<file path="config.mk">
export PLATFORM = sky130hd
export DESIGN_NAME = triangle_scanline_span_fill_unit
export DESIGN_NICKNAME = d
export VERILOG_FILES = /design/src/hdl/tssf_pkg.sv /design/src/hdl/tssf_div.sv /design/src/hdl/tssf_front.sv /design/src/hdl/tssf_back.sv /design/src/hdl/triangle_scanline_span_fill_unit.sv
export SDC_FILE = /design/constraint.sdc
export NUM_CORES = 2
export LEC_CHECK = 0
export BUFFER_PORTS_ARGS = -buffer_cell sky130_fd_sc_hd__buf_2
export CAP_MARGIN = 20
export CORE_ASPECT_RATIO = 0.9
export CORE_MARGIN = 5
export CORE_UTILIZATION = 30
export CTS_CLUSTER_SIZE = 24
export DETAILED_ROUTE_END_ITERATION = 7
export PLACE_DENSITY = 0.46
export SYNTH_ARGS = -nofsm -noshare
export SYNTH_HDL_FRONTEND = slang
export SYNTH_SLANG_ARGS = --single-unit
</file>
<file path="constraint.sdc">
create_clock -name clk -period 9.8 [get_ports clk]
set_input_delay 1.96 -clock clk [delete_from_list [all_inputs] [get_ports clk]]
set_output_delay 1.96 -clock clk [all_outputs]
set_load 0.02 [all_outputs]
</file>
<file path="src/hdl/tssf_pkg.sv">
// shared types and constants for the triangle span fill unit
`default_nettype none
package tssf_pkg;
    localparam int ROWS_DEF       = 32;
    localparam int COORD_BITS_DEF = 12;
    localparam int ROW_BITS       = 6;
    // classified flat job: pair p/q on py, apex r, from the front to the back
    // split: px is the low end of the long edge, oy its y; reuse keeps the split x
    localparam int CW = 16;
    typedef struct packed {
        logic signed [CW-1:0] px;
        logic signed [CW-1:0] py;
        logic signed [CW-1:0] qx;
        logic signed [CW-1:0] rx;
        logic signed [CW-1:0] ry;
        logic signed [CW-1:0] oy;
        logic                 split;
        logic                 reuse;
        logic                 last_job;
    } job_t;
endpackage
`default_nettype wire

</file>
<file path="src/hdl/tssf_div.sv">
// sequential signed divider, truncating toward zero, one quotient bit a cycle
`default_nettype none
module tssf_div #(
    parameter int NW = 34,
    parameter int DW = 18
) (
    input  wire                  clk,
    input  wire                  rst_n,
    input  wire                  start,
    input  wire signed [NW-1:0]  num,
    input  wire signed [DW-1:0]  den,
    output logic                 done,
    output logic signed [NW-1:0] quo
);
    localparam int CB = $clog2(NW + 1);
    logic [NW-1:0] q_reg, q_next;
    logic [DW:0]   r_reg, r_next;
    logic [DW-1:0] d_reg, d_next;
    logic          neg_reg, neg_next, busy_reg, busy_next, done_next;
    logic [CB-1:0] cnt_reg, cnt_next;
    logic [DW:0]   trial;

    // restoring step
    always_comb
    begin
        q_next = q_reg; r_next = r_reg; d_next = d_reg; neg_next = neg_reg;
        busy_next = busy_reg; cnt_next = cnt_reg; done_next = 1'b0;
        trial = '0;
        if (start)
        begin
            q_next = num[NW-1] ? NW'(-num) : num;
            d_next = den[DW-1] ? DW'(-den) : den;
            neg_next = num[NW-1] ^ den[DW-1];
            r_next = '0;
            busy_next = 1'b1;
            cnt_next = CB'(NW);
        end
        else if (busy_reg)
        begin
            trial = {r_reg[DW-1:0], q_reg[NW-1]} - {1'b0, d_reg};
            if (!trial[DW])
            begin
                r_next = trial;
                q_next = {q_reg[NW-2:0], 1'b1};
            end
            else
            begin
                r_next = {r_reg[DW-1:0], q_reg[NW-1]};
                q_next = {q_reg[NW-2:0], 1'b0};
            end
            cnt_next = cnt_reg - 1'b1;
            if (cnt_reg == CB'(1))
            begin
                busy_next = 1'b0;
                done_next = 1'b1;
            end
        end
    end

    always_ff @(posedge clk or negedge rst_n)
    begin
        if (!rst_n)
        begin
            busy_reg <= 1'b0; done <= 1'b0; cnt_reg <= '0;
        end
        else
        begin
            busy_reg <= busy_next; done <= done_next; cnt_reg <= cnt_next;
        end
    end

    always_ff @(posedge clk)
    begin
        q_reg <= q_next; r_reg <= r_next; d_reg <= d_next; neg_reg <= neg_next;
    end

    assign quo = (d_reg == '0) ? '0 : (neg_reg ? NW'(-q_reg) : q_reg);
endmodule
`default_nettype wire

</file>
<file path="src/hdl/tssf_front.sv">
// front: accepts a triangle, classifies it and queues up to two flat jobs
`default_nettype none
module tssf_front #(
    parameter int ROWS       = tssf_pkg::ROWS_DEF,
    parameter int COORD_BITS = tssf_pkg::COORD_BITS_DEF
) (
    input  wire                         clk,
    input  wire                         rst_n,
    input  wire                         valid,
    output logic                        ready,
    input  wire signed [COORD_BITS-1:0] a_x,
    input  wire signed [COORD_BITS-1:0] a_y,
    input  wire signed [COORD_BITS-1:0] b_x,
    input  wire signed [COORD_BITS-1:0] b_y,
    input  wire signed [COORD_BITS-1:0] c_x,
    input  wire signed [COORD_BITS-1:0] c_y,
    output logic                        job_valid,
    input  wire                         job_ready,
    output tssf_pkg::job_t              job
);
    localparam int CW = tssf_pkg::CW;
    // two-entry queue of flat jobs
    tssf_pkg::job_t q_reg [2];
    logic [1:0] cnt_reg;
    logic signed [CW-1:0] ax, ay, bx, by, cx, cy, fx, fy, mx, my, lx, ly;
    tssf_pkg::job_t j0, j1;
    logic two, none, low_empty;

    assign ax = CW'(a_x); assign ay = CW'(a_y);
    assign bx = CW'(b_x); assign by = CW'(b_y);
    assign cx = CW'(c_x); assign cy = CW'(c_y);

    // vertex ordering and flat detection
    always_comb
    begin
        fx = cx; fy = cy; mx = bx; my = by; lx = ax; ly = ay;
        if (by < ay)
        begin
            if (cy < by)
            begin
                fx = ax; fy = ay; mx = bx; my = by; lx = cx; ly = cy;
            end
            else if (cy < ay)
            begin
                fx = ax; fy = ay; mx = cx; my = cy; lx = bx; ly = by;
            end
            else
            begin
                fx = cx; fy = cy; mx = ax; my = ay; lx = bx; ly = by;
            end
        end
        else
        begin
            if (cy < ay)
            begin
                fx = bx; fy = by; mx = ax; my = ay; lx = cx; ly = cy;
            end
            else if (cy < by)
            begin
                fx = bx; fy = by; mx = cx; my = cy; lx = ax; ly = ay;
            end
        end
        none = 1'b0; two = 1'b0; low_empty = 1'b0;
        j0 = '0; j1 = '0;
        if (ay == by)
        begin
            none = (ay == cy);
            j0 = '{px: ax, py: ay, qx: bx, rx: cx, ry: cy, oy: cy,
                   split: 1'b0, reuse: 1'b0, last_job: 1'b1};
        end
        else if (ay == cy)
            j0 = '{px: ax, py: ay, qx: cx, rx: bx, ry: by, oy: by,
                   split: 1'b0, reuse: 1'b0, last_job: 1'b1};
        else if (by == cy)
            j0 = '{px: bx, py: by, qx: cx, rx: ax, ry: ay, oy: ay,
                   split: 1'b0, reuse: 1'b0, last_job: 1'b1};
        else
        begin
            // split x is computed by the back part from the long edge
            // lower half off screen: the upper half carries the last span
            two = 1'b1;
            low_empty = my[CW-1] || (ly > CW'(ROWS - 1));
            j0 = '{px: lx, py: my, qx: mx, rx: fx, ry: fy, oy: ly,
                   split: 1'b1, reuse: 1'b0, last_job: low_empty};
            j1 = '{px: lx, py: my, qx: mx, rx: lx, ry: ly, oy: ly,
                   split: 1'b0, reuse: 1'b1, last_job: 1'b1};
        end
    end

    assign ready = (cnt_reg == 2'd0);
    assign job_valid = (cnt_reg != 2'd0);
    assign job = q_reg[0];

    // queue control
    always_ff @(posedge clk or negedge rst_n)
    begin
        if (!rst_n)
            cnt_reg <= '0;
        else if (valid && ready)
            cnt_reg <= none ? 2'd0 : (two ? 2'd2 : 2'd1);
        else if (job_valid && job_ready)
            cnt_reg <= cnt_reg - 1'b1;
    end

    always_ff @(posedge clk)
    begin
        if (valid && ready)
        begin
            q_reg[0] <= j0;
            q_reg[1] <= j1;
        end
        else if (job_valid && job_ready)
            q_reg[0] <= q_reg[1];
    end
endmodule
`default_nettype wire

</file>
<file path="src/hdl/tssf_back.sv">
// back: walks the rows of each flat job with a shared divider
`default_nettype none
module tssf_back #(
    parameter int ROWS       = tssf_pkg::ROWS_DEF,
    parameter int COORD_BITS = tssf_pkg::COORD_BITS_DEF
) (
    input  wire                          clk,
    input  wire                          rst_n,
    input  wire                          job_valid,
    output logic                         job_ready,
    input  tssf_pkg::job_t               job,
    output logic                         valid,
    input  wire                          ready,
    output logic signed [COORD_BITS-1:0] span_start_x,
    output logic signed [COORD_BITS-1:0] span_end_x,
    output logic [tssf_pkg::ROW_BITS-1:0] span_row,
    output logic                         last_span
);
    localparam int CW = tssf_pkg::CW;
    localparam int NW = 2 * CW + 2;
    localparam int DW = CW + 2;
    localparam logic [3:0] S_IDLE = 4'd0, S_SPL = 4'd1, S_SPLW = 4'd2,
        S_ROW = 4'd3, S_DA = 4'd4, S_WA = 4'd5, S_DB = 4'd6, S_WB = 4'd7,
        S_OUT = 4'd8;
    logic [3:0] st_reg, st_next;
    tssf_pkg::job_t j_reg;
    logic signed [CW-1:0] sx_reg, y_reg, hi_reg, xa_reg;
    logic signed [CW+1:0] dy, dxp, dxq, ty, sdx, sdy, sty;
    logic signed [NW-1:0] prod_reg, num;
    logic signed [DW-1:0] den;
    logic div_start, div_done;
    logic signed [NW-1:0] quo;
    logic signed [CW-1:0] lo, hi;
    logic done_job;

    tssf_div #(.NW(NW), .DW(DW)) u_div (
        .clk(clk), .rst_n(rst_n), .start(div_start), .num(num), .den(den),
        .done(div_done), .quo(quo)
    );

    assign dy  = (CW+2)'(j_reg.ry) - (CW+2)'(j_reg.py);
    assign dxp = (CW+2)'(j_reg.rx) - (CW+2)'(sx_reg);
    assign dxq = (CW+2)'(j_reg.rx) - (CW+2)'(j_reg.qx);
    assign ty  = (CW+2)'(y_reg) - (CW+2)'(j_reg.py);
    // split x: px + (py-oy)*(rx-px)/(ry-oy) on the long edge
    assign sty = (CW+2)'(job.py) - (CW+2)'(job.oy);
    assign sdx = (CW+2)'(job.rx) - (CW+2)'(job.px);
    assign sdy = (CW+2)'(j_reg.ry) - (CW+2)'(j_reg.oy);
    assign num = prod_reg;
    assign den = (st_reg == S_SPL) ? DW'(sdy) : DW'(dy);

    // clipped row range of a new job
    always_comb
    begin
        lo = (job.py < job.ry) ? job.py : job.ry;
        hi = (job.py < job.ry) ? job.ry : job.py;
        if (hi > CW'(ROWS - 1)) hi = CW'(ROWS - 1);
        if (lo < 0) lo = '0;
    end

    assign job_ready = (st_reg == S_IDLE);
    assign valid = (st_reg == S_OUT);
    assign done_job = (y_reg >= hi_reg);
    assign div_start = (st_reg == S_SPL) || (st_reg == S_DA) || (st_reg == S_DB);

    always_comb
    begin
        st_next = st_reg;
        unique case (st_reg)
            S_IDLE: if (job_valid) st_next = job.split ? S_SPL : S_ROW;
            S_SPL:  st_next = S_SPLW;
            S_SPLW: if (div_done) st_next = S_ROW;
            S_ROW:  st_next = (y_reg > hi_reg) ? S_IDLE : S_DA;
            S_DA:   st_next = S_WA;
            S_WA:   if (div_done) st_next = S_DB;
            S_DB:   st_next = S_WB;
            S_WB:   if (div_done) st_next = S_OUT;
            S_OUT:  if (ready) st_next = done_job ? S_IDLE : S_ROW;
            default: st_next = S_IDLE;
        endcase
    end

    always_ff @(posedge clk or negedge rst_n)
    begin
        if (!rst_n)
            st_reg <= S_IDLE;
        else
            st_reg <= st_next;
    end

    // datapath; the second half of a split keeps the split x
    always_ff @(posedge clk)
    begin
        case (st_reg)
            S_IDLE:
            if (job_valid)
            begin
                j_reg <= job; y_reg <= lo; hi_reg <= hi;
                if (!job.reuse)
                    sx_reg <= job.px;
                if (job.split)
                    prod_reg <= NW'(sty) * NW'(sdx);
            end
            S_SPLW: if (div_done) sx_reg <= CW'(NW'(j_reg.px) + quo);
            S_ROW: prod_reg <= NW'(ty) * NW'(dxp);
            S_WA:
            if (div_done)
            begin
                xa_reg <= CW'(NW'(sx_reg) + quo);
                prod_reg <= NW'(ty) * NW'(dxq);
            end
            S_WB: if (div_done) span_end_x <= COORD_BITS'(NW'(j_reg.qx) + quo);
            S_OUT: if (ready) y_reg <= y_reg + 1'b1;
            default: ;
        endcase
    end

    assign span_start_x = COORD_BITS'(xa_reg);
    assign span_row = tssf_pkg::ROW_BITS'(y_reg);
    assign last_span = j_reg.last_job && done_job;
endmodule
`default_nettype wire

</file>
<file path="src/hdl/triangle_scanline_span_fill_unit.sv">
// top level of the triangle scanline span fill unit
//  channel | direction | payload
//  input   | in        | a_x a_y b_x b_y c_x c_y
//  span    | out       | span_start_x span_end_x span_row last_span
// each span, when not stalled, takes two serial divisions of 34 restoring steps
// each; a split triangle adds one more division for its split x; up to ROWS+1
// spans a triangle.
// reset clears the queue and the row sequencer; a stalled span holds.
// a new triangle is taken once the job queue is empty.
`default_nettype none
module triangle_scanline_span_fill_unit #(
    parameter int ROWS       = tssf_pkg::ROWS_DEF,
    parameter int COORD_BITS = tssf_pkg::COORD_BITS_DEF
) (
    input  wire                          clk,
    input  wire                          rst_n,
    input  wire                          in_valid,
    output logic                         in_ready,
    input  wire signed [COORD_BITS-1:0]  a_x,
    input  wire signed [COORD_BITS-1:0]  a_y,
    input  wire signed [COORD_BITS-1:0]  b_x,
    input  wire signed [COORD_BITS-1:0]  b_y,
    input  wire signed [COORD_BITS-1:0]  c_x,
    input  wire signed [COORD_BITS-1:0]  c_y,
    output logic                         out_valid,
    input  wire                          out_ready,
    output logic signed [COORD_BITS-1:0] span_start_x,
    output logic signed [COORD_BITS-1:0] span_end_x,
    output logic [5:0]                   span_row,
    output logic                         last_span
);
    logic jv, jr;
    tssf_pkg::job_t jb;

    tssf_front #(.ROWS(ROWS), .COORD_BITS(COORD_BITS)) u_front (
        .clk(clk), .rst_n(rst_n), .valid(in_valid), .ready(in_ready),
        .a_x(a_x), .a_y(a_y), .b_x(b_x), .b_y(b_y), .c_x(c_x), .c_y(c_y),
        .job_valid(jv), .job_ready(jr), .job(jb)
    );

    tssf_back #(.ROWS(ROWS), .COORD_BITS(COORD_BITS)) u_back (
        .clk(clk), .rst_n(rst_n), .job_valid(jv), .job_ready(jr), .job(jb),
        .valid(out_valid), .ready(out_ready), .span_start_x(span_start_x),
        .span_end_x(span_end_x), .span_row(span_row), .last_span(last_span)
    );

    // spans stay on screen
    a_row: assert property (@(posedge clk) disable iff (!rst_n)
        out_valid |-> (span_row < 6'(ROWS))) else $error("row out of range");
    // a stalled span keeps its row
    a_hold: assert property (@(posedge clk) disable iff (!rst_n)
        (out_valid && !out_ready) |=> $stable(span_row)) else $error("span moved");
endmodule
`default_nettype wire

</file>
**Word-level counts from Yosys, hierarchy flattened**

Memory sizes are Yosys's and may differ from the RTL's.
Cells that the tools add are included.

- Add/sub/neg operators: 17
- $mul: 3
- $lt $le $gt $ge: 9
- Equality and inequality tests: 19
- Muxes and demuxes: 82
- Bitwise operators: 2
- Reduce and logical (&&, ||, !) cells: 22

Operators with widths:

| cell | count |
|---|---|
| 99-bit 2-to-1 mux | 7 |
| 16-bit 2-to-1 mux | 32 |
| 34-bit 2-to-1 mux | 6 |
| 16-bit by 16-bit subtractor with 17-bit output | 7 |
| 17-bit by 17-bit multiplier with 34-bit output | 3 |
| 34-bit one-hot mux with 3 select lines | 1 |
| 16-bit one-hot mux with 2 select lines | 2 |
| 12-bit == test | 3 |
| 12-bit less-than comparator | 3 |
| 18-bit 2-to-1 mux | 2 |
| 4-bit one-hot mux with 9 select lines | 1 |
| 34-bit negation | 1 |
| 16-bit by 6-bit > comparator with 1-bit output (second input constant) | 2 |
| 12-bit adder | 2 |
| 4-bit 2-to-1 mux | 5 |
| 19-bit by 18-bit subtractor with 19-bit output | 1 |
| 18-bit logical NOT | 1 |
| 18-bit negation | 1 |
| 17-bit 2-to-1 mux | 1 |
| 16-bit by 1-bit adder with 16-bit output (second input constant) | 1 |
| 16-bit adder | 1 |
| 4-bit by 3-bit == test with 1-bit output (second input constant) | 4 |
| 16-bit >= comparator | 1 |
| 16-bit > comparator | 1 |
| other kinds (27) | 65 |

- Register bits after elaboration: 288
- Memory bits (writable): 198
- Input bits: 76
- Output and inout bits: 33
- Logic and storage cells: 178
- Memories: 1

Memory list:

| memory | depth | bits a word | rd ports | clocked after memory_dff | write ports | RTL line | source |
|---|---|---|---|---|---|---|---|
| u_front.q_reg | 2 | 99 | 2 | 0 | 2 | tssf_front.sv:23 | `tssf_pkg::job_t q_reg [2];` |

**Depth between registers and ports, before layout**

- Depth after elaboration: 9
- Gate-level depth with buffers: 39
- Depth with buffers taken out: 37

**By module**

A second synthesis with hierarchy kept.

- Cell total of the unflattened synthesis: 6,586
- Area total of the unflattened synthesis: 60,608.1 um2

Modules (own cells, without submodules):

| module | times used | cells an instance | area each (um2) | sequential area each (um2) |
|---|---|---|---|---|
| tssf_back | 1 | 5,070 | 46,604.7 | 6,195.9 |
| tssf_front | 1 | 852 | 8,102.8 | 3,773.6 |
| tssf_div | 1 | 664 | 5,900.7 | 2,152.1 |

**Worst setup path after synthesis**

Ideal clock, no wire load.

- Path kind: register to register
- Start point: reg u_back.y_reg[0]
- End point: reg u_back.prod_reg[33], in the netlist u_back.num[33] (data pin)
- Library setup time: 0.259 ns
- Arrival time: 8.777 ns
- Data required time: 9.541 ns
- Path slack: 0.764 ns
- Cell stages (with the launch flop): 38
- Path buffers: 2
- Period minus slack after synthesis: 9.036 ns
- Path through: edfxtp_1 inv_1 ha_1 inv_1 fa_1 a21o_1 a21oi_2 o21bai_1 a31o_2 a41oi_1 a211oi_1 o21a_1 or2_1 xor2_1 buf_2 nand2_1 fa_1 inv_1 (+2 left out) fa_1 inv_1 fa_1 fa_1 inv_1 fa_1 inv_1 ha_1 clkbuf_1 a22o_1 nor4_1 inv_1 a211o_1 and4b_1 o41ai_2 o21ai_1 a31o_2 a211o_1

- Word-level cells in the longest chain between the ends: 4
- Elaborated cells between the ends (all ways): 5
- Those cells by class: 1 x add/sub; 2 x mul; 2 x mux

RTL lines:

| what | RTL line | source |
|---|---|---|
| from (decl) | tssf_back.sv:27 | `logic signed [CW-1:0] sx_reg, y_reg, hi_reg, xa_reg;` |
| from (signal assigned) | tssf_back.sv:98 | `j_reg <= job; y_reg <= lo; hi_reg <= hi;` |
| from (signal assigned) | tssf_back.sv:113 | `S_OUT: if (ready) y_reg <= y_reg + 1'b1;` |
| 16-bit by 16-bit subtractor with 17-bit output (*) | tssf_back.sv:44 | `assign ty = (CW+2)'(y_reg) - (CW+2)'(j_reg.py);` |
| 17-bit by 17-bit multiplier with 34-bit output | tssf_back.sv:110 | `prod_reg <= NW'(ty) * NW'(dxq);` |
| 34-bit 2-to-1 mux | tssf_back.sv:107 | `if (div_done)` |
| 34-bit one-hot mux with 3 select lines (*) | tssf_back.sv:94 | `case (st_reg)` |
| to (signal assigned) | tssf_back.sv:102 | `prod_reg <= NW'(sty) * NW'(sdx);` |
| to (signal assigned) | tssf_back.sv:105 | `S_ROW: prod_reg <= NW'(ty) * NW'(dxp);` |
| to (signal assigned) | tssf_back.sv:110 |  |
| to (decl) | tssf_back.sv:29 | `logic signed [NW-1:0] prod_reg, num;` |

Mark *: on every way between the ends. The rest lies on a longest branch, timed or not. The select of a mux whose other input is x is not followed.
A chain may end at the register's enable or synchronous reset.

**Worst setup path after layout**

Same ends and word-level chain as after synthesis.

==> impl_results.md <==
* Area share of the largest cell type after synthesis at 30.9%
* Synth Cell Area at 58200 sq um
* Nature of the critical path startpoint: flop
* CP endpoint kind: flop
* Core area at 193000 sq um
* Grt ovf at 0
* Worst path slowest cell: fa_1
* Tcrit/Tclk final at 95.9%
* DP Worst Slack at 0.218 ns
* Hold Path End: u_back.j_reg[59]$_DFFE_PP_
* Antenna violations before repair at 12
* Longest Clk Path Bufs at 3
* Data required, critical path at 10.16 ns
* Clock Latency Late Sink at 0.63 ns
* Nets at 7859
* Max FO, Critical Path at 3
* Asr flop ratio synth at 3.65%
* Main synth FF type: edfxtp_1
* Post-route ant nets at 0
* Root Buffer: clkbuf_16
* First-pass GRT wire length at 292000 microns
* Min Tclk post-route at 9.40 ns
* Max reg flops at 124
* Die area at 203000 sq um
* Final setup vio count at 0
* Gr usage total at 18.7%
* CP delay by family, top: adder cells
* Final Skew at 0.0259 ns
* Via count at 44530
* PortBufs at 108
* Die width at 474 microns
* Cells after synthesis at 6338
* FF+latch count, synth at 384
* Setup WS post-layout at 0.398 ns
* Number of I/O pins at 109
* Htree depth at 2
* Reg2Reg Capture Point: u_back.num[33]$_DFFE_PP_
* Synth Warn # at 0
* Largest net degree at the start of global routing at 74
* Initial cell density of the core at 30.1%
* CTS tree: done
* Detailed Route Iter0 Violations at 3432
* Setup CP Type: flop to flop
* FF-to-FF Start: u_back.y_reg[0]$_DFFE_PP_
* DR DRC count at 0
* Max-slew violation count at 0
* Buf/Inv on CP at 9
* Area Growth Syn to Fin at 10.4%
* Number of synthesized flops with an enable pin at 352
* Clock transition at path regs at 0.07 ns
* CTS Buf Count at 47
* Sinks on Clock Net at 384
* Hold WC Path Type: flop to flop
* Share of cells above drive strength 1 at 7.43%
* Max_cap viols at 0
* Fmax achieved at 106 MHz
* Hold buffers post-CTS at 0
* WL per Instance at 20.9 microns
* Slowest stage delay, CP at 0.54 ns
* Status: complete, no violations
* Worst path most repeated cell: inv_1
* FF-to-FF setup slack at 0.40 ns
* Largest cells by area after synthesis: fa_1 31%, edfxtp_1 18%, ha_1 9.9%
* Fin. Hold Viols at 0
* Top-count cell post-synth: inv_1
* Row cnt at 153
* Die span in y at 428 microns
* Aggregate routed wire length at 188000 microns
* Vias per inst at 4.94
* Dpl hpwl at 155000 microns
* Leading cell types by count after synthesis: 1153 x inv_1, 898 x fa_1, 683 x nand2_1, 654 x nor2_1, 460 x ha_1
* Setup TNS at 0 ns
* Worst EP arrival at 9.77 ns
* Synth area leader: fa_1
* Sequential element share of the synthesized area at 19.4%
* Hold path depth at 0
* Max_slew headroom at 22.8%
* Post-synth cell types at 97
* Fill cells at 20080
* GPL Wtd Cong at 0.879
* Mean post-synth cell area at 9.18 sq um
* Hold path start: u_front.q_reg[0][59]$_DFFE_PP_
* Worst reg-to-reg path cell count at 36
* RSZ-0062 raised after global routing: no
* Worst-margin pin slew at 1.15 ns
* Vias in the first global route at 46207
* Detailed Routing Iterations Pass 1 at 5
-- stage by stage --
stage	instance area (sq um)	utilization, %	hold WS, ns	std cells
after global routing	64200	33.3	0.427	9020
after global placement	62400	32.4	0.406	8928
after floorplan	58200	-	0.400	6340
after CTS	64100	33.2	0.427	9018
final	64200	33.3	0.424	9022
after detailed placement	62500	32.4	0.410	8931
-- cell families after synthesis --
kind of cell / count (synthesis) / synth area share [%]
simple gates: 1831 / 13.8
buf+inv: 1403 / 9.18
fa+ha+maj: 1358 / 40.8
compound gates: 1021 / 11.5
flops: 384 / 19.4
xor+xnor: 291 / 4.39
mux: 49 / 0.850
other cells: 1 / 0.00645
-- timing repair --
action,in CTS,in global routing
setup endpoints to repair,0,11
buffers inserted,0,0
gates resized for setup,0,17
-- cell type report --
cell class | instances | area, sq um | area share (%)
clock inverter | 34 | 422 | 0.657
antenna | 2 | 5.00 | 0.00779
sequential | 384 | 11300 | 17.6
timing repair buffer | 282 | 1900 | 2.95
inverter | 1157 | 4350 | 6.77
clock buffer | 53 | 1220 | 1.90
multi-input combinational | 4553 | 41900 | 65.2
tap | 2557 | 3200 | 4.98
-- routing by layer --
metal	part of all wire, %	GRT usage (%)
met5	0	0
met4	1.8	3.05
met3	5.6	2.46
met2	43	29.1
met1	49	28.3
-- worst register-to-register path: cells and delay by family, from the launching register on --
family	cells	cell delay (ns)
AOI/OAI and AO/OA	13	2.94
xor gates and xnor gates	1	0.25
adders and majority gates	9	3.91
buffers and inverters	9	0.72
DFF	1	0.39
and+or+nand+nor	4	0.93
-- worst max-delay path by stage --
stage / slack (ns) / end / start / depth (start not counted)
CTS: 0.18 / u_back.num[33]$_DFFE_PP_ / u_back.y_reg[0]$_DFFE_PP_ / 34
floorplan: 0.76 / u_back.num[33]$_DFFE_PP_ / u_back.y_reg[0]$_DFFE_PP_ / 37
detailed placement: 0.22 / u_back.num[33]$_DFFE_PP_ / u_back.y_reg[0]$_DFFE_PP_ / 34
global placement: 0.25 / u_back.num[33]$_DFFE_PP_ / u_back.y_reg[0]$_DFFE_PP_ / 36
global route: 0.02 / u_back.num[33]$_DFFE_PP_ / u_back.y_reg[0]$_DFFE_PP_ / 32
finish: 0.40 / u_back.num[33]$_DFFE_PP_ / u_back.y_reg[0]$_DFFE_PP_ / 36
-- layout by cell type (no fill, tap or decap), types with 40 or more instances in the layout --
cell and n:
and2_1 58, o21ai_0 207, nor2_1 649, clkbuf_16 48, fa_1 897, nand3_1 73
o22ai_1 44, a22oi_1 47, nor2b_1 54, ha_1 460, o22a_1 40, edfxtp_1 352
or3_1 42, a21o_1 56, xor2_1 115, o21a_1 54, xnor2_1 162, nand2_1 680
a21oi_1 236, mux2i_1 45, nand2b_1 49, a31oi_1 43, buf_4 169, inv_1 1151
buf_2 108, nor3_1 70
Power is left out: the tool's default activity adds up to more than one toggle a clock period on the data nets, which glitch-free logic cannot reach.
